`config.mk`:
```
export PLATFORM = sky130hd
export DESIGN_NAME = png_unf_front
export DESIGN_NICKNAME = d
export VERILOG_FILES = /design/src/hw/rtl/png_unf_pkg.sv /design/src/hw/rtl/png_unf_front.sv
export SDC_FILE = /design/constraint.sdc
export NUM_CORES = 1
export LEC_CHECK = 0
export BUFFER_PORTS_ARGS = -buffer_cell sky130_fd_sc_hd__buf_2
export CAP_MARGIN = 15
export CELL_PAD_IN_SITES_DETAIL_PLACEMENT = 0
export CELL_PAD_IN_SITES_GLOBAL_PLACEMENT = 1
export CORE_UTILIZATION = 45
export CTS_CLUSTER_SIZE = 8
export DETAILED_ROUTE_END_ITERATION = 6
export PLACE_DENSITY = 0.81
export SLEW_MARGIN = 20
export SYNTH_ARGS = -nofsm -noshare
export SYNTH_HDL_FRONTEND = slang
export SYNTH_SLANG_ARGS = --single-unit
export TNS_END_PERCENT = 30
```
`constraint.sdc`:
```
create_clock -name clk -period 7.3 [get_ports clk]
set_input_delay 0.365 -clock clk [delete_from_list [all_inputs] [get_ports clk]]
set_output_delay 0.365 -clock clk [all_outputs]
set_load 0.05 [all_outputs]
```
`src/hw/rtl/png_unf_pkg.sv`:
```
// Shared types, codes and defaults of the PNG scanline unfilter.
`timescale 1ns / 1ps
`default_nettype none

package png_unf_pkg;

	localparam int DATA_W      = 8;
	localparam int WIDTH_REG_W = 11;
	localparam int HEIGHT_W    = 16;
	localparam int CFG_DATA_W  = 16;
	localparam int CFG_IDX_W   = 1;
	localparam int FILTER_W    = 3;

	localparam logic [CFG_IDX_W-1:0] REG_IMAGE_WIDTH  = 1'd0;
	localparam logic [CFG_IDX_W-1:0] REG_IMAGE_HEIGHT = 1'd1;

	localparam logic [FILTER_W-1:0] FLT_NONE  = 3'd0;
	localparam logic [FILTER_W-1:0] FLT_SUB   = 3'd1;
	localparam logic [FILTER_W-1:0] FLT_UP    = 3'd2;
	localparam logic [FILTER_W-1:0] FLT_AVG   = 3'd3;
	localparam logic [FILTER_W-1:0] FLT_PAETH = 3'd4;

	// Largest legal filter type byte.
	localparam logic [DATA_W-1:0] FILTER_MAX = 8'd4;

	localparam int DEF_MAX_WIDTH       = 1024;
	localparam int DEF_BYTES_PER_PIXEL = 4;

	// Depths of the queue between the halves and of the result queue.
	localparam int MID_DEPTH = 2;
	localparam int OUT_DEPTH = 4;

	// One classified byte handed from the front to the back.
	typedef struct packed {
		logic [DATA_W-1:0]   data;
		logic [FILTER_W-1:0] filter;
		logic                a_ok;     // a left neighbor exists in this row
		logic                b_ok;     // an upper row exists
		logic                end_row;
		logic                end_img;
		logic                bad;      // error beat for an unknown filter type
	} op_t;

	// One result beat.
	typedef struct packed {
		logic [DATA_W-1:0] pixel_byte;
		logic              last_in_row;
		logic              last_in_image;
		logic              bad_filter;
	} res_t;

endpackage

`default_nettype wire

```
`src/hw/rtl/png_unf_front.sv`:
```
// Front half: configuration registers, row and column tracking, byte classification.
`timescale 1ns / 1ps
`default_nettype none

module png_unf_front #(
	parameter int MAX_WIDTH       = png_unf_pkg::DEF_MAX_WIDTH,
	parameter int BYTES_PER_PIXEL = png_unf_pkg::DEF_BYTES_PER_PIXEL,
	parameter int COL_W           = 12,
	parameter int LANE_W          = 2
) (
	input  logic                                clk,
	input  logic                                arst_n,
	input  logic                                cfg_we,
	input  logic [png_unf_pkg::CFG_IDX_W-1:0]   cfg_index,
	input  logic [png_unf_pkg::CFG_DATA_W-1:0]  cfg_data,
	input  logic                                in_valid,
	input  logic [png_unf_pkg::DATA_W-1:0]      data_byte,
	input  logic                                start_of_image,
	output logic                                op_push,
	output logic [LANE_W-1:0]                   op_lane,
	output logic [COL_W-1:0]                    op_col,
	output png_unf_pkg::op_t                    op
);

	import png_unf_pkg::*;

	localparam int ROW_MAX = MAX_WIDTH * BYTES_PER_PIXEL;
	localparam int RB_W    = $clog2(ROW_MAX + 1);

	logic [WIDTH_REG_W-1:0] width_q;
	logic [HEIGHT_W-1:0]    height_q;
	logic [COL_W-1:0]       col_q;
	logic [LANE_W-1:0]      lane_q;
	logic [HEIGHT_W-1:0]    row_q;
	logic [FILTER_W-1:0]    filter_q;
	logic                   await_q;
	logic                   halted_q;

	logic [RB_W-1:0]     w_eff;
	logic [RB_W-1:0]     row_bytes;
	logic [HEIGHT_W-1:0] h_eff;
	logic                e_halt;
	logic                e_await;
	logic [HEIGHT_W-1:0] e_row;
	logic [COL_W-1:0]    e_col;
	logic [LANE_W-1:0]   e_lane;
	logic [COL_W-1:0]    col_c;
	logic [LANE_W-1:0]   lane_c;
	logic                end_row;
	logic                end_img;
	logic                emit;

	logic                nxt_halt;
	logic                nxt_await;
	logic [HEIGHT_W-1:0] nxt_row;
	logic [COL_W-1:0]    nxt_col;
	logic [LANE_W-1:0]   nxt_lane;
	logic [FILTER_W-1:0] nxt_filter;

	// Effective geometry: a width of zero counts as one, a width past the line buffer is cut.
	always_comb begin
		if (width_q == '0) begin
			w_eff = RB_W'(1);
		end else if (32'(width_q) > 32'(MAX_WIDTH)) begin
			w_eff = RB_W'(MAX_WIDTH);
		end else begin
			w_eff = RB_W'(width_q);
		end
		row_bytes = w_eff * RB_W'(BYTES_PER_PIXEL);
		h_eff     = (height_q == '0) ? HEIGHT_W'(1) : height_q;
	end

	// Start of image overrides the position state for this byte.
	always_comb begin
		e_halt  = start_of_image ? 1'b0 : halted_q;
		e_await = start_of_image ? 1'b1 : await_q;
		e_row   = start_of_image ? '0 : row_q;
		e_col   = start_of_image ? '0 : col_q;
		e_lane  = start_of_image ? '0 : lane_q;

		// A column at or past a shrunken row end is pinned to the last byte of the row.
		if (RB_W'(e_col) >= row_bytes) begin
			col_c  = COL_W'(row_bytes - RB_W'(1));
			lane_c = LANE_W'(BYTES_PER_PIXEL - 1);
		end else begin
			col_c  = e_col;
			lane_c = e_lane;
		end
		end_row = (RB_W'(col_c) + RB_W'(1)) >= row_bytes;
		end_img = end_row && (({1'b0, e_row} + 17'd1) >= {1'b0, h_eff});
	end

	always_comb begin
		emit       = 1'b0;
		op         = '0;
		nxt_halt   = e_halt;
		nxt_await  = e_await;
		nxt_row    = e_row;
		nxt_col    = e_col;
		nxt_lane   = e_lane;
		nxt_filter = filter_q;
		if (!e_halt) begin
			if (e_await) begin
				if (data_byte > FILTER_MAX) begin
					emit     = 1'b1;
					op.bad   = 1'b1;
					nxt_halt = 1'b1;
				end else begin
					nxt_filter = data_byte[FILTER_W-1:0];
					nxt_await  = 1'b0;
					nxt_col    = '0;
					nxt_lane   = '0;
				end
			end else begin
				emit       = 1'b1;
				op.data    = data_byte;
				op.filter  = filter_q;
				op.a_ok    = RB_W'(col_c) >= RB_W'(BYTES_PER_PIXEL);
				op.b_ok    = (e_row != '0);
				op.end_row = end_row;
				op.end_img = end_img;
				if (end_row) begin
					nxt_col   = '0;
					nxt_lane  = '0;
					nxt_await = 1'b1;
					nxt_row   = end_img ? '0 : e_row + HEIGHT_W'(1);
					nxt_halt  = end_img;
				end else begin
					nxt_col  = col_c + COL_W'(1);
					nxt_lane = (lane_c == LANE_W'(BYTES_PER_PIXEL - 1)) ?
						'0 : lane_c + LANE_W'(1);
				end
			end
		end
	end

	assign op_push = in_valid && emit;
	assign op_lane = lane_c;
	assign op_col  = col_c;

	always_ff @(posedge clk or negedge arst_n) begin
		if (!arst_n) begin
			width_q  <= WIDTH_REG_W'(1);
			height_q <= HEIGHT_W'(1);
		end else if (cfg_we) begin
			case (cfg_index)
				REG_IMAGE_WIDTH: begin
					width_q <= cfg_data[WIDTH_REG_W-1:0];
				end
				REG_IMAGE_HEIGHT: begin
					height_q <= cfg_data[HEIGHT_W-1:0];
				end
				default: begin
				end
			endcase
		end
	end

	always_ff @(posedge clk or negedge arst_n) begin
		if (!arst_n) begin
			col_q    <= '0;
			lane_q   <= '0;
			row_q    <= '0;
			filter_q <= FLT_NONE;
			await_q  <= 1'b1;
			halted_q <= 1'b0;
		end else if (in_valid) begin
			col_q    <= nxt_col;
			lane_q   <= nxt_lane;
			row_q    <= nxt_row;
			filter_q <= nxt_filter;
			await_q  <= nxt_await;
			halted_q <= nxt_halt;
		end
	end

endmodule

`default_nettype wire

```
==> After elaboration in Yosys (flattened, before gate mapping) <==
Index checks and enable logic that the tools add are counted.
{ "totals": {"word_cells": 67, "reg_bits": 62} }
{ "classes": {"order_cmp": 6, "reduce_logical": 8, "bitwise_logic": 3, "eq_ne": 1, "n_addsub": 6, "mux": 35} }
{ "op_table": {"columns": ["op", "count"], "rows": [
  ["$mux 16", 7],
  ["$mux 12", 6],
  ["$mux 11", 2],
  ["$add 16x1->17 const B", 1],
  ["$ge 17x16->1", 1],
  ["$add 16x1->16 const B", 1],
  ["$logic_not 16->1", 1],
  ["$reduce_bool 16->1", 1],
  ["$mux 15", 1],
  ["$mux 2", 7],
  ["$add 12x1->13 const B", 1],
  ["$ge 12x13->1", 1],
  ["$ge 13x13->1", 1],
  ["$add 12x1->12 const B", 1],
  ["$ge 12x3->1 const B", 1],
  ["$mux 1", 12],
  ["$sub 12x1->12 const B", 1],
  ["$gt 11x11->1 const B", 1],
  ["$logic_not 11->1", 1],
  ["$gt 8x3->1 const B", 1],
  ["$reduce_and 2->1", 2],
  ["$reduce_and 4->1", 1],
  ["$not 1->1", 3],
  ["$add 2x1->2 const B", 1],
  ["2 further kinds", 3]
]} }

==> Depth between registers and ports, before layout <==
{ "depth": {"ltp_word": 12, "ltp_mapped": 27} }

==> Least setup slack after synthesis <==
No wires, ideal clock.
{ "synth_timing": {"path_kind": "flip-flop to flip-flop", "startpoint": "register width_q[1]", "endpoint": "register row_q[15]", "setup_slack_ps": 788, "setup_time_ps": 121, "t_arrival_ps": 6391, "t_required_ps": 7179, "path_buffers": 3, "synth_period_minus_slack_ps": 6512, "path_stages_with_launch": 25, "path_cell_list": "dfrtp_1 > or4_1 > nor2_1 > o21a_1 > ha_1 > a21bo_1 > a211o_1 > a21oi_4 > buf_6 > buf_4 > o21ai_0 > ha_1 > o21a_1 > nand2_1 > xnor2_1 > ha_1 > o21a_1 > o21ai_0 > a21oi_1 > a221o_1 > a21oi_2 > nor2_1 > o21ai_1 > buf_2 > a22o_1"} }
{ "synth_between": {"elab_chain_cells": 12, "elab_cells_between_ends": 14, "classes_between": "add/sub: 2; order compare: 3; mux: 7; reduce/logical: 2"} }
{ "synth_lines": {"columns": ["item", "line_no", "source"], "rows": [
  ["start, declared", "png_unf_front.sv:30", "logic [WIDTH_REG_W-1:0] width_q;"],
  ["start signal, assigned", "png_unf_front.sv:148", "width_q <= cfg_data[WIDTH_REG_W-1:0];"],
  ["$gt 11x11->1", "png_unf_front.sv:64", "end else if (32'(width_q) > 32'(MAX_WIDTH)) begin"],
  ["$mux 11", "png_unf_front.sv:64", null],
  ["$mux 11 (*)", "png_unf_front.sv:62", "if (width_q == '0) begin"],
  ["$ge 12x13->1 (*)", "png_unf_front.sv:82", "if (RB_W'(e_col) >= row_bytes) begin"],
  ["$mux 12 (*)", "png_unf_front.sv:82", null],
  ["named net op_col[1]", "png_unf_front.sv:21", "output logic [COL_W-1:0] op_col,"],
  ["$add 12x1->13 (*)", "png_unf_front.sv:89", "end_row = (RB_W'(col_c) + RB_W'(1)) >= row_bytes;"],
  ["$ge 13x13->1 (*)", "png_unf_front.sv:89", null],
  ["$logic_and 1x1->1", "png_unf_front.sv:90", "end_img = end_row && (({1'b0, e_row} + 17'd1) >= {1'b0, h_eff});"],
  ["$mux 16", "png_unf_front.sv:126", "nxt_row = end_img ? '0 : e_row + HEIGHT_W'(1);"],
  ["$mux 16 (*)", "png_unf_front.sv:122", "if (end_row) begin"],
  ["$mux 16 (*)", "png_unf_front.sv:103", "if (e_await) begin"],
  ["$mux 16 (*)", "png_unf_front.sv:102", "if (!e_halt) begin"],
  ["end signal, assigned", "png_unf_front.sv:170", "row_q <= nxt_row;"],
  ["end, declared", "png_unf_front.sv:34", "logic [HEIGHT_W-1:0] row_q;"]
]} }
The timed path passes the listed nets; every way through them passes the cells marked *.
A chain may end at the register's enable or synchronous reset.

==> impl_metrics.toml <==
[timing]
finalCritPeriodShare_pct = 86.9
slew_headroom_pct = 38.3
worst_clock_skew_ps = 15.3
setup_viol = 0
min_period_ps = 6340
max_freq_mhz = 158
fin_tns_setup_ps = 0
tightest_slew_ps = 923
rsz0062_at_grt = "false"
drv_slew = 0
hold_violations = 0

[placed_design]
place_congestion = 0.852
place_area_um2 = 5110
hpwl_um = 9120
port_buffers = 60

[final_layout]
seq_area_um2 = 1560
stdcell_area_um2 = 5280
multi_input_area_um2 = 2920
drive_gt1_share_pct = 23.6
nFillCells = 929
area_growth_pct = 12.4
finalNetCount = 626
diodes = 0

[setup_path]
crit_path_start = "width_q[1]"
arrival_ps = 5980
crit_fanout = 27
crit-reg2reg-launch = "width_q[1]"
criticalPathCategory = "register to output port"
critical_path_required_ps = 6930
cp-end-kind = "output port"
startpoint_type = "register"

[cts]
htreeDepth = 3
cts_tree = "built"
clkSinkCount = 62
clk_latency_ps = 340
cts_root_buf = "clkbuf_8"
cts_resized = 0
path_clk_slew_ps = 80
post_cts_buffers = 0
clock_path_buffers = 2
cts_inserted_buffers = 9
cts_hold_buf = 0

[synth]
ys.flop_type = "dfrtp_1"
yosys-top-cells-area = "dfrtp_1 (31%), ha_1 (11%), mux2_2 (7.9%)"
syn-cell-area_um2 = 4700
synth_top_area_cell = "dfrtp_1"
synth_top_area_share_pct = 31.4
ys_warn_count = 0
ys_ff_latch = 62
syn_inst = 496
ys_types = 66
async_reset_ff_share_pct = 100
yosysMostFrequentCell = "dfrtp_1"
syn_nets = 567
synth.avg_cell_area_um2 = 9.47
synth_edf_count = 0
synth_common_cells = "dfrtp_1 (59), ha_1 (41), nand2_1 (36)"
ys_seq_area_share_pct = 33.1

[detailed_routing]
vias = 3921
vias_per_cell = 5.66
drc = 0
postRouteWirelength_um = 11900
drt_iter0_markers = 270
wire_per_inst_um = 17.1
first_pass_iters = 4
ant_nets = 0

[grt]
globalRouteOverflowTotal = 0
grt_usage_pct = 22.8
grt_max_degree = 63
grt_pass1_vias = 3813
grt_pass1_wl_um = 19700
antenna_found_initial = 0

[die]
rows = 36
die_w_um = 104
die-height_um = 104
start_util_pct = 47.2
die-area_um2 = 10800
pin_count = 61
core-area_um2 = 9950

[power]
power_density_nw_per_um2 = 166
ir_worst_vdd_uv = 84.5
power_leakage_nw = 2.58

[worst_hold_path]
hp-class = "input port to asynchronous set/reset pin"

[flow_run]
drv_cap = 0

[outcome]
status = "completed"
cells in the final DEF (no fill, tap or decap), drive strengths merged, types with 14 or more instances in the layout:
| master | count |
|---|---|
| buf | 65 |
| ha | 41 |
| nand2 | 36 |
| and2 | 14 |
| mux2 | 34 |
| xnor2 | 15 |
| a21oi | 19 |
| nand2b | 18 |
| a22o | 20 |
| inv | 34 |
| o21ai | 26 |
| nor2 | 25 |
| dfrtp | 59 |
kinds of logic (layout without fill, tap and decap cells):
family,Yosys count,count (layout),share of synthesized area [%]
AND/OR/NAND/NOR,168,168,19.5
AO/OA/AOI/OAI,114,114,18.2
flip-flops,62,62,33.1
buffers and inverters,50,114,4.64
adder cells (fa/ha/maj),41,41,10.9
multiplexers,38,38,9.09
XOR/XNOR,23,23,4.61
through the flow:
step,power (mW),hold slack [ps],worst slack [ps],instances,utilization [%]
after CTS,0.888,212,994,693,53.0
after floorplan,0.547,69.4,788,496,-
after detailed placement,0.613,459,1070,677,51.3
after global placement,0.608,458,1230,677,51.3
after global routing,0.932,248,375,693,53.0
final,0.877,178,956,693,53.0
power breakdown:
group          total, mW  switching (mW)  leakage, nW  internal, mW
clock              0.270           0.147       0.0816         0.123
sequential         0.397          0.0268        0.795         0.370
combinational      0.209           0.124         1.70        0.0850
total              0.877           0.298         2.58         0.579
path summary, 6_finish.rpt:
check	end	slack, ps	depth (start not counted)
setup reg to reg	col_q[0]	990	20
max in group asynchronous	row_q[4]	6580	2
min in group clk	height_q[11]	250	2
hold reg to reg	await_q	470	2
hold / removal	height_q[12]	180	2
setup / recovery	op[2]	960	20
cell type report:
cell class	instances	area share, %
clock inverter	7	0.948
tap	133	3.15
sequential	62	29.5
multi-input combinational	384	55.4
timing repair buffer	65	6.40
inverter	33	2.35
clock buffer	9	2.35
metal layers:
layer / wire length [um] / global-route usage (%) / vias to the layer above
met4: 201 / 7.04 / 0
li1: - / - / 1933
met2: 5440 / 36.4 / 117
met3: 619 / 3.63 / 16
met5: 0 / 0 / -
met1: 5600 / 31.8 / 1855
critical path, cell delays in order (launching register included):
cell	delay, ps
dfrtp_1	430
or4_1	610
nor2_1	130
o21a_1	320
ha_1	290
a21bo_1	170
a211o_1	320
a21oi_4	620
o21ai_0	270
ha_1	340
o21a_1	150
nand2_1	70
xnor2_1	160
ha_1	220
o21a_1	120
o21ai_0	70
a21oi_1	140
a221o_1	180
a21oi_2	80
nor2_1	550
buf_2	390
flip-flops by register name, indices dropped and copies added, names as in the netlist:
| register | cells |
|---|---|
| height_q | 16 |
| filter_q | 3 |
| await_q | 1 |
| col_q | 12 |
| row_q | 16 |
| lane_q | 2 |
| width_q | 11 |
| halted_q | 1 |
No activity file was read; power rests on OpenSTA's default activity.
