File: src/hw/rtl/png_unf_fifo.sv
// Small first-in first-out queue used between and behind the two halves.
`timescale 1ns / 1ps
`default_nettype none

module png_unf_fifo #(
	parameter int WIDTH = 8,
	parameter int DEPTH = 2
) (
	input  logic                         clk,
	input  logic                         arst_n,
	input  logic                         push,
	input  logic [WIDTH-1:0]             wr_data,
	output logic                         full,
	input  logic                         pop,
	output logic [WIDTH-1:0]             rd_data,
	output logic                         empty,
	output logic [$clog2(DEPTH+1)-1:0]   level
);

	localparam int PTR_W = (DEPTH > 1) ? $clog2(DEPTH) : 1;
	localparam int LVL_W = $clog2(DEPTH + 1);

	logic [WIDTH-1:0] store_q [DEPTH];
	logic [PTR_W-1:0] wr_ptr_q;
	logic [PTR_W-1:0] rd_ptr_q;
	logic [LVL_W-1:0] level_q;
	logic             do_push;
	logic             do_pop;

	assign full    = (level_q == LVL_W'(DEPTH));
	assign empty   = (level_q == '0);
	assign level   = level_q;
	assign rd_data = store_q[rd_ptr_q];
	assign do_push = push && !full;
	assign do_pop  = pop && !empty;

	always_ff @(posedge clk) begin
		if (do_push) begin
			store_q[wr_ptr_q] <= wr_data;
		end
	end

	always_ff @(posedge clk or negedge arst_n) begin
		if (!arst_n) begin
			wr_ptr_q <= '0;
			rd_ptr_q <= '0;
			level_q  <= '0;
		end else begin
			if (do_push) begin
				wr_ptr_q <= (wr_ptr_q == PTR_W'(DEPTH - 1)) ? '0 : wr_ptr_q + PTR_W'(1);
			end
			if (do_pop) begin
				rd_ptr_q <= (rd_ptr_q == PTR_W'(DEPTH - 1)) ? '0 : rd_ptr_q + PTR_W'(1);
			end
			if (do_push && !do_pop) begin
				level_q <= level_q + LVL_W'(1);
			end else if (do_pop && !do_push) begin
				level_q <= level_q - LVL_W'(1);
			end
		end
	end

endmodule

`default_nettype wire

File: config.mk
export PLATFORM = sky130hd
export DESIGN_NAME = png_unf_fifo
export DESIGN_NICKNAME = d
export VERILOG_FILES = /design/src/hw/rtl/png_unf_fifo.sv
export SDC_FILE = /design/constraint.sdc
export NUM_CORES = 1
export LEC_CHECK = 0
export CORE_MARGIN = 5
export CORE_UTILIZATION = 58
export DETAILED_ROUTE_END_ITERATION = 8
export DONT_BUFFER_PORTS = 1
export GPL_TIMING_DRIVEN = 0
export PLACE_DENSITY_LB_ADDON = 0.05
export SLEW_MARGIN = 30
export SYNTH_ARGS = -nofsm -noshare
export SYNTH_HDL_FRONTEND = slang
export SYNTH_SLANG_ARGS = --single-unit
File: constraint.sdc
create_clock -name clk -period 1.93 [get_ports clk]
set_clock_uncertainty 0.15 [all_clocks]
set_input_delay 0.0965 -clock clk [delete_from_list [all_inputs] [get_ports clk]]
set_output_delay 0.0965 -clock clk [all_outputs]
set_load 0.02 [all_outputs]
* Yosys cells after proc, flatten, opt, wreduce, memory -nomap -nowiden
Memory sizes are Yosys's and may differ from the RTL's. Cells that the tools add are included.
Operators by class: add/subtract/negate cells 4, eq/ne operators 1, muxes and demuxes 6, reduce and logical (&&, ||, !) cells 10
Operator list (count):
- 1-bit logical AND | 4
- 1-bit logical NOT | 4
- 1-bit two-way mux | 4
- 2-bit two-way mux | 2
- 1-bit adder (second input constant) | 2
- 2-bit by 1-bit adder with 2-bit output (second input constant) | 1
- 2-bit == test (second input constant) | 1
- 2-bit logical NOT | 1
- 2-bit nonzero test | 1
- 2-bit by 1-bit subtractor with 2-bit output (second input constant) | 1
Storage, ports and cells: register bits after elaboration 4, RAM bits 16, input bits 12, output and inout port bits 12, memories 1
Memory list:
- store_q | words 2, bits a word 8, rd ports 1, clocked after memory_dff 0, wr ports 1, RTL line 23 | logic [WIDTH-1:0] store_q [DEPTH];

* Logic depth before layout (Yosys ltp)
Gate-level depths: netlist of run 1.
word-level depth 7, gate-level depth with buffers 7, gate-level depth less buffers 7

* Worst setup path before layout of run 1
Ideal clock, no wire load.
kind reg2reg, from register level_q[0] (netlist: level[0]), to memory store_q[0][0], enable pin, arrival time 1173 ps, setup slack 237 ps, cell stages (with the launch flop) 4, path buffers 0, period minus slack after synthesis 1693 ps, cell sequence dfrtp_1 > nand2b_1 > nand2_2 > nor2_1
Between the ends: word-level cells in the longest chain between the ends 5
RTL lines:
- start, declared | RTL line 26 | logic [LVL_W-1:0] level_q;
- start signal, assigned | RTL line 56 | level_q <= level_q + LVL_W'(1);
- start signal, assigned | RTL line 58 | level_q <= level_q - LVL_W'(1);
- 2-bit == test | RTL line 30 | assign full = (level_q == LVL_W'(DEPTH));
- 1-bit logical NOT | RTL line 34 | assign do_push = push && !full;
- 1-bit logical AND | RTL line 34
- 1-bit two-way mux | RTL line 38 | if (do_push) begin
- 1-bit two-way mux (not written as such) | RTL line 39 | store_q[wr_ptr_q] <= wr_data;
- end, declared | RTL line 23
No other way between the ends.

* Worst setup path in the final report of run 1
from register level_q[0] (netlist: level[0]), to register level_q[1] (netlist: level[1])
Between the ends: word-level cells in the longest chain between the ends 6, elaborated cells on any way between the ends 15, those cells by class add/sub (2); eq/ne (1); mux (2); reduce/logical (10)
RTL lines (RTL line):
- 2-bit == test / 2-bit logical NOT (equally long branches) | 30, 31
- 1-bit logical NOT (on tied branches) | 34, 35
- 1-bit logical AND (on tied branches) | 34, 35
- 1-bit logical NOT (on tied branches) | 57, 55
- 1-bit logical AND (on tied branches) | 57, 55
- 2-bit nonzero test (no source line) / 2-bit two-way mux (equally long branches)
Parallel ways exist; a longest one is shown, timed or not. The select of a mux whose other input is x is not followed. A chain may end at the register's enable or synchronous reset.

==> summary.txt, run 1 <==
Synth
  – Compound-Gate Fraction of Synth Area: 0.640%
  – Most common cell in the netlist: edfxtp_1
  – Synth area leaders: edfxtp_1 61%, dfrtp_1 13%, mux2_1 8.6%, mux2_2 2.9%, xnor2_1 2.2%
  – Sequential share of the synthesized area: 74.2%
  – Synth area leader: edfxtp_1
  – Netlist Area Pre-Place: 782 um^2
  – Number of distinct library cells after synthesis: 15
  – Yosys top cell area share: 61.4%
  – Asr flop ratio synth: 20.0%
  – Largest family of logic cells by synthesized area: multiplexers
  – Most frequent cells after synthesis: 16 x edfxtp_1, 6 x mux2_1, 4 x dfrtp_1, 3 x nor2_1
  – Main synth FF type: edfxtp_1
  – Avg Inst Size Synth: 17.8 um^2
  – Mapped Nets: 57
  – Xor/xnor cell area share of the yosys netlist: 6.56%
  – Yosys warnings: 0
  – Post-synthesis mux area share: 11.5%
  – EDFF count, synth: 16
  – Post-Synth Simple-Gate Area: 3.84%
  – Yosys reg bits: 20
  – Adder-cell share of the synthesized area: 1.60%
  – Syn Inst Count: 44

Clock network
  – Worst-Skew Late Latency: 290 ps
  – CTS Buf Count: 3
  – Root Buffer: clkbuf_4
  – Clk pin slew, worst setup/hold paths: 100 ps
  – Clock Sinks: 20
  – Post-CTS Setup Inserts: 0
  – H-tree depth: 1
  – CTS tree: built
  – Bufs on Longest Clock Path: 2

Setup path
  – Slowest Stage Delay on Critical Path: 500 ps
  – Arrival @ worst endpoint: 1840 ps
  – Crit path required time: 1990 ps
  – CP Launch Type: flip-flop
  – Critical-path cell list: nand2b_1, nand2_2, inv_1, ha_1, nor2_1, xor2_1
  – Sum of buffers and inverters on the critical path: 1
  – Crit-path slowest cell: dfrtp_2
  – CP endpoint kind: flip-flop
  – Setup CP Type: flip-flop to flip-flop
  – Crit path max-delay family: flip-flops
  – Critical Path Fanout Max: 6

STA
  – Unrepaired setup endpoints after global routing: no
  – Setup Viol. Count Final: 0
  – Final hold vios: 0
  – Relative slew slack: 71.5%
  – Min cycle time layout: 1780 ps
  – Fin Setup TNS: 0 ps
  – Worst-margin pin slew: 426 ps
  – Final WS setup: 154 ps
  – Hold Slack: 129 ps
  – Period utilization: 92.0%
  – Max Freq: 563 MHz
  – Final slew viol count: 0

Floorplan
  – Core area: 0.00128 mm^2
  – Die width: 46.7 um
  – Initial Util: 60.9%
  – Placement row count: 13
  – Die area: 0.00218 mm^2
  – Die Ht: 46.7 um
  – IO Pins: 24

Drt
  – DRC errors left: 0
  – Routed len/inst: 15.5 um
  – Vias after detailed routing: 398
  – Drt pass-1 iters: 2
  – Number of DRC markers in iteration 0: 7
  – DRT antenna net count: 0
  – Total Wirelength: 1.17 mm
  – Vias per cell: 5.31

Global routing
  – Largest net degree at the start of global routing: 12
  – First-pass GRT wire length: 1.90 mm
  – Initial antenna violation count: 0
  – Vias in the first global route: 449
  – Total grt overflow: 0
  – Total track usage: 13.6%

Run
  – Maximum Capacitance Violations: 0

Placed design
  – Place WS: 34.2 ps
  – Routability-driven placement congestion ratio: 0.603
  – Detailed placer's ending HPWL: 856 um
  – I/O Buffers: 0
  – Placed insts: 59

Finish
  – Fillers: 83
  – ANT cells: 0
  – Final net count: 74
  – Area grow syn2layout: 22.9%
  – Layout cells sized above 1: 18.3%
  – Final non-filler cell total: 75

Hold path
  – Worst min-delay path category: input pin to flip-flop

Pwr
  – Leak: 0.364 nW
  – Pwr dens: 1490 mW/mm^2
  – Total Power: 0.00143 W
  – Peak VDD IR: 0.00101 V

Run status
  – Status: completed
placed cells by master, fill, tap and decap left out, drive strengths merged:
master / count
mux2: 8
inv: 2
xnor2: 3
nand2: 1
o21ai: 1
ha: 1
dlygate4sd3: 12
clkbuf: 4
and3: 1
edfxtp: 16
xor2: 2
nand2b: 1
dfrtp: 4
buf: 1
nor2: 3
path summary, 6_finish.rpt:
path / to / slack, ps / from / depth (start not counted)
min in group asynchronous: wr_ptr_q / 440 / arst_n / 2
max in group asynchronous: level[0] / 1020 / arst_n / 2
worst min-delay path: store_q[1][7] / 130 / push / 1
worst max register to register: level[1] / 150 / level[0] / 6
worst min register to register: wr_ptr_q / 410 / wr_ptr_q / 1
worst max-delay path: level[1] / 150 / level[0] / 6
per-layer routing:
metal  vias up  share of wire [%]  track usage (%)  wire (um)
met5         -                  0                0          0
li1        188                  -                -          -
met2        18                 53             24.7        622
met4         0                2.7             8.29         32
met1       188                 33             12.1        389
met3         4                 10             5.86        121
report_power, final:
| part | switching (W) | internal [W] | leakage (nW) | total (W) |
|---|---|---|---|---|
| combinational | 0.000320 | 0.000181 | 0.149 | 0.000501 |
| clock | 0.000112 | 0.000115 | 0.0210 | 0.000227 |
| sequential | 0.0000998 | 0.000605 | 0.194 | 0.000705 |
| total | 0.000531 | 0.000901 | 0.364 | 0.00143 |
sequential cells by signal, indices dropped and copies added, names as in the netlist:
register  cells
rd_ptr_q      1
store_q      16
wr_ptr_q      1
level         2
cell families after synthesis:
family / Yosys count
muxes: 8
AOI/OAI and AO/OA: 1
adders and majority gates: 1
and+or+nand+nor: 6
DFF: 20
xor gates and xnor gates: 5
buffers and inverters: 3
layout make-up:
| class | count | area (um^2) | area share, % |
|---|---|---|---|
| Multi-Input combinational cell | 21 | 191 | 19.9 |
| Clock buffer | 4 | 36.3 | 3.78 |
| Tap cell | 15 | 18.8 | 1.95 |
| Inverter | 2 | 7.51 | 0.781 |
| Timing Repair Buffer | 12 | 120 | 12.5 |
| Sequential cell | 20 | 582 | 60.5 |
| Buffer | 1 | 5.00 | 0.521 |
metrics by stage:
step                util, %  cell area (um^2)
floorplan                 -               782
global placement       62.3               801
detailed placement     62.3               801
CTS                    74.5               957
global route           74.8               961
finish                 74.8               961
what timing repair did:
item / CTS / global route
setup endpoints to repair: 0 / 9
gates resized for setup: 0 / 2
hold buffers: 12 / 0
hold endpoints to repair: 22 / 0
(Power assumes the default switching activity.)
==> run 2: changes to the inputs <==
--- a/config.mk
+++ b/config.mk
@@ -5,12 +5,12 @@
 export SDC_FILE = /design/constraint.sdc
 export NUM_CORES = 1
 export LEC_CHECK = 0
-export CORE_MARGIN = 5
+export CORE_MARGIN = 4
 export CORE_UTILIZATION = 58
 export DETAILED_ROUTE_END_ITERATION = 8
 export DONT_BUFFER_PORTS = 1
 export GPL_TIMING_DRIVEN = 0
-export PLACE_DENSITY_LB_ADDON = 0.05
+export PLACE_DENSITY = 0.74
 export SLEW_MARGIN = 30
 export SYNTH_ARGS = -nofsm -noshare
 export SYNTH_HDL_FRONTEND = slang
==> run 2 against run 1 <==
Net effect: final cell count down 1.3%; largest power group unchanged; sequential power up 2%; critical path depth up 1.
==> summary.txt, run 2 (synthesis gave the netlist of run 1 again) <==
Run status
  – Status: completed

Clock network
  – Root Buffer: clkbuf_4
  – Clk pin slew, worst setup/hold paths: 110 ps (about the same)
  – CTS tree: built
  – Post-CTS Setup Inserts: 0 (unchanged)
  – CTS Buf Count: 3 (unchanged)
  – H-tree depth: 1 (unchanged)
  – Bufs on Longest Clock Path: 2 (unchanged)
  – Worst-Skew Late Latency: 290 ps (about the same)
  – Clock Sinks: 20 (unchanged)

STA
  – Min cycle time layout: 1810 ps (+33.8 ps)
  – Period utilization: 93.8% (+1.8 points)
  – Max Freq: 553 MHz (-1.9%)
  – Worst-margin pin slew: 667 ps (+240 ps)
  – Hold Slack: 130 ps (+0.779 ps)
  – Relative slew slack: 55.4% (-16 points)
  – Final slew viol count: 0 (unchanged)
  – Final hold vios: 0 (unchanged)
  – Setup Viol. Count Final: 0 (unchanged)
  – Unrepaired setup endpoints after global routing: no
  – Fin Setup TNS: 0 ps (unchanged)
  – Final WS setup: 120 ps (-33.8 ps)

Pwr
  – Comb pwr share: 33.7% (-1.3 points)
  – Internal power: 0.00101 W (+12%)
  – Pwr dens: 1610 mW/mm^2 (+7.8%)
  – Leak: 0.376 nW (+3.3%)
  – Peak VDD IR: 0.00102 V (+0.39%)
  – Seq pwr share: 45.6% (-3.6 points)
  – Net switching power: 0.000568 W (+6.9%)
  – Sw Share: 36.0% (-1.1 points)
  – Clk pwr share: 20.7% (+4.9 points)

Setup path
  – Sum of buffers and inverters on the critical path: 1 (unchanged)
  – Critical Path Fanout Max: 6 (unchanged)
  – Crit path required time: 1980 ps (about the same)
  – CP endpoint kind: flip-flop
  – CP Launch Type: flip-flop
  – Crit-path slowest cell: dfrtp_2
  – Critical-path cell list: nand2b_4, nand2_2, inv_1, ha_1, xor2_1, nor2_1, xor2_1
  – Crit path max-delay family: flip-flops
  – Slowest Stage Delay on Critical Path: 510 ps (about the same)
  – Arrival @ worst endpoint: 1860 ps (+20 ps)
  – Setup CP Type: flip-flop to flip-flop
  – Cell mode on critical path: xor2_1

Finish
  – Top reg by flops: store_q
  – Most frequent cells in the layout: 16 x edfxtp_1, 12 x dlygate4sd3_1, 6 x mux2_1
  – Most common cell after layout, fill and taps aside: edfxtp_1
  – Area grow syn2layout: 25.6%
  – ANT cells: 0 (unchanged)
  – Layout cells sized above 1: 20.0% (+1.7 points)
  – Fillers: 56 (-33%)
  – Final net count: 74 (unchanged)
  – Max FFs per register: 16 (unchanged)

Drt
  – Vias after detailed routing: 433 (+8.8%)
  – Total Wirelength: 1.51 mm (+30%)
  – Vias per cell: 5.85 (+10%)
  – DRC errors left: 0 (unchanged)
  – Drt pass-1 iters: 4 (+2)
  – Number of DRC markers in iteration 0: 14 (+7)
  – DRT antenna net count: 0 (unchanged)
  – Routed len/inst: 20.5 um (+32%)

Floorplan
  – Core area: 0.00119 mm^2 (-7.7%)
  – Initial Util: 65.9% (+5.1 points)
  – Die Ht: 44.7 um (-4.3%)
  – Die area: 0.00200 mm^2 (-8.4%)
  – Placement row count: 12 (-1)
  – Die width: 44.7 um (-4.3%)
  – IO Pins: 24 (unchanged)

Global routing
  – M2 GR Usage: 31.2% (+6.5 points)
  – First-pass GRT wire length: 2.21 mm (+16%)
  – Largest net degree at the start of global routing: 13 (+1)
  – GR peak layer: met2
  – Total track usage: 16.4% (+2.8 points)
  – Total grt overflow: 0 (unchanged)
  – Vias in the first global route: 455 (+1.3%)
  – Routing usage on met3: 3.59% (-2.3 points)
  – Initial antenna violation count: 0 (unchanged)
  – M1 GR Usage: 17.4% (+5.4 points)

Placed design
  – Place WS: -12.4 ps (-46.6 ps)
  – Routability-driven placement congestion ratio: 0.732 (+21%)
  – I/O Buffers: 0 (unchanged)
  – Detailed placer's ending HPWL: 993 um (+16%)

Run
  – Maximum Capacitance Violations: 0 (unchanged)

Hold path
  – Worst min-delay path category: input pin to flip-flop
-- run 2: power groups by stage --
stage	Combinational [W]	Sequential, W	Clock [W]
CTS	0.000518	0.000712	0.000334
global placement	0.000456	0.000699	0
finish	0.000531	0.000719	0.000327
floorplan	0.000415	0.000690	0
detailed placement	0.000489	0.000717	0
global route	0.000566	0.000730	0.000368
-- run 2: what timing repair did --
item,CTS,global route
cloned,0,0
endpoints found under the hold margin,22,0
pin swaps,0,1
endpoints found under the setup margin,1,9
resized for setup,1,2
hold buffers,12,0
-- run 2: area by class of cell --
| class | instances | area [um^2] | area share (%) |
|---|---|---|---|
| Buffer | 1 | 5.00 | 0.510 |
| Clock buffer | 3 | 22.5 | 2.29 |
| Clock inverter | 1 | 30.0 | 3.06 |
| Inverter | 2 | 7.51 | 0.764 |
| Multi-Input combinational cell | 21 | 196 | 20.0 |
| Sequential cell | 20 | 583 | 59.4 |
| Tap cell | 14 | 17.5 | 1.78 |
| Timing Repair Buffer | 12 | 120 | 12.2 |
-- run 2: metal layers --
layer,wire [um],vias up
met3,91,2
met1,513,226
met2,889,15
met5,0,-
li1,-,190
met4,19,0
-- run 2: worst reg2reg max path, cell delays in order, from the launching register on --
cell and delay [ps]:
dfrtp_2 510, nand2b_4 180, nand2_2 110, inv_1 50
ha_1 180, xor2_1 160, nor2_1 170, xor2_1 220
-- run 2: final timing paths --
| check | to | cells after the start | slack (ps) | startpoint |
|---|---|---|---|---|
| worst max register to register | level[1] | 7 | 120 | level[0] |
| worst min-delay path | store_q[1][5] | 1 | 130 | push |
| max in group asynchronous | level[0] | 2 | 940 | arst_n |
| min in group asynchronous | level[1] | 2 | 480 | arst_n |
| worst max-delay path | level[1] | 7 | 120 | level[0] |
| worst min register to register | wr_ptr_q | 1 | 380 | wr_ptr_q |
-- run 2: metrics by stage --
step | cells | utilization [%] | cell area, um^2 | power, W
floorplan | 44 | - | 782 | 0.00111
global placement | 58 | 67.4 | 800 | 0.00116
detailed placement | 58 | 67.4 | 800 | 0.00121
CTS | 74 | 82.1 | 973 | 0.00156
global route | 74 | 82.8 | 982 | 0.00166
finish | 74 | 82.8 | 982 | 0.00158
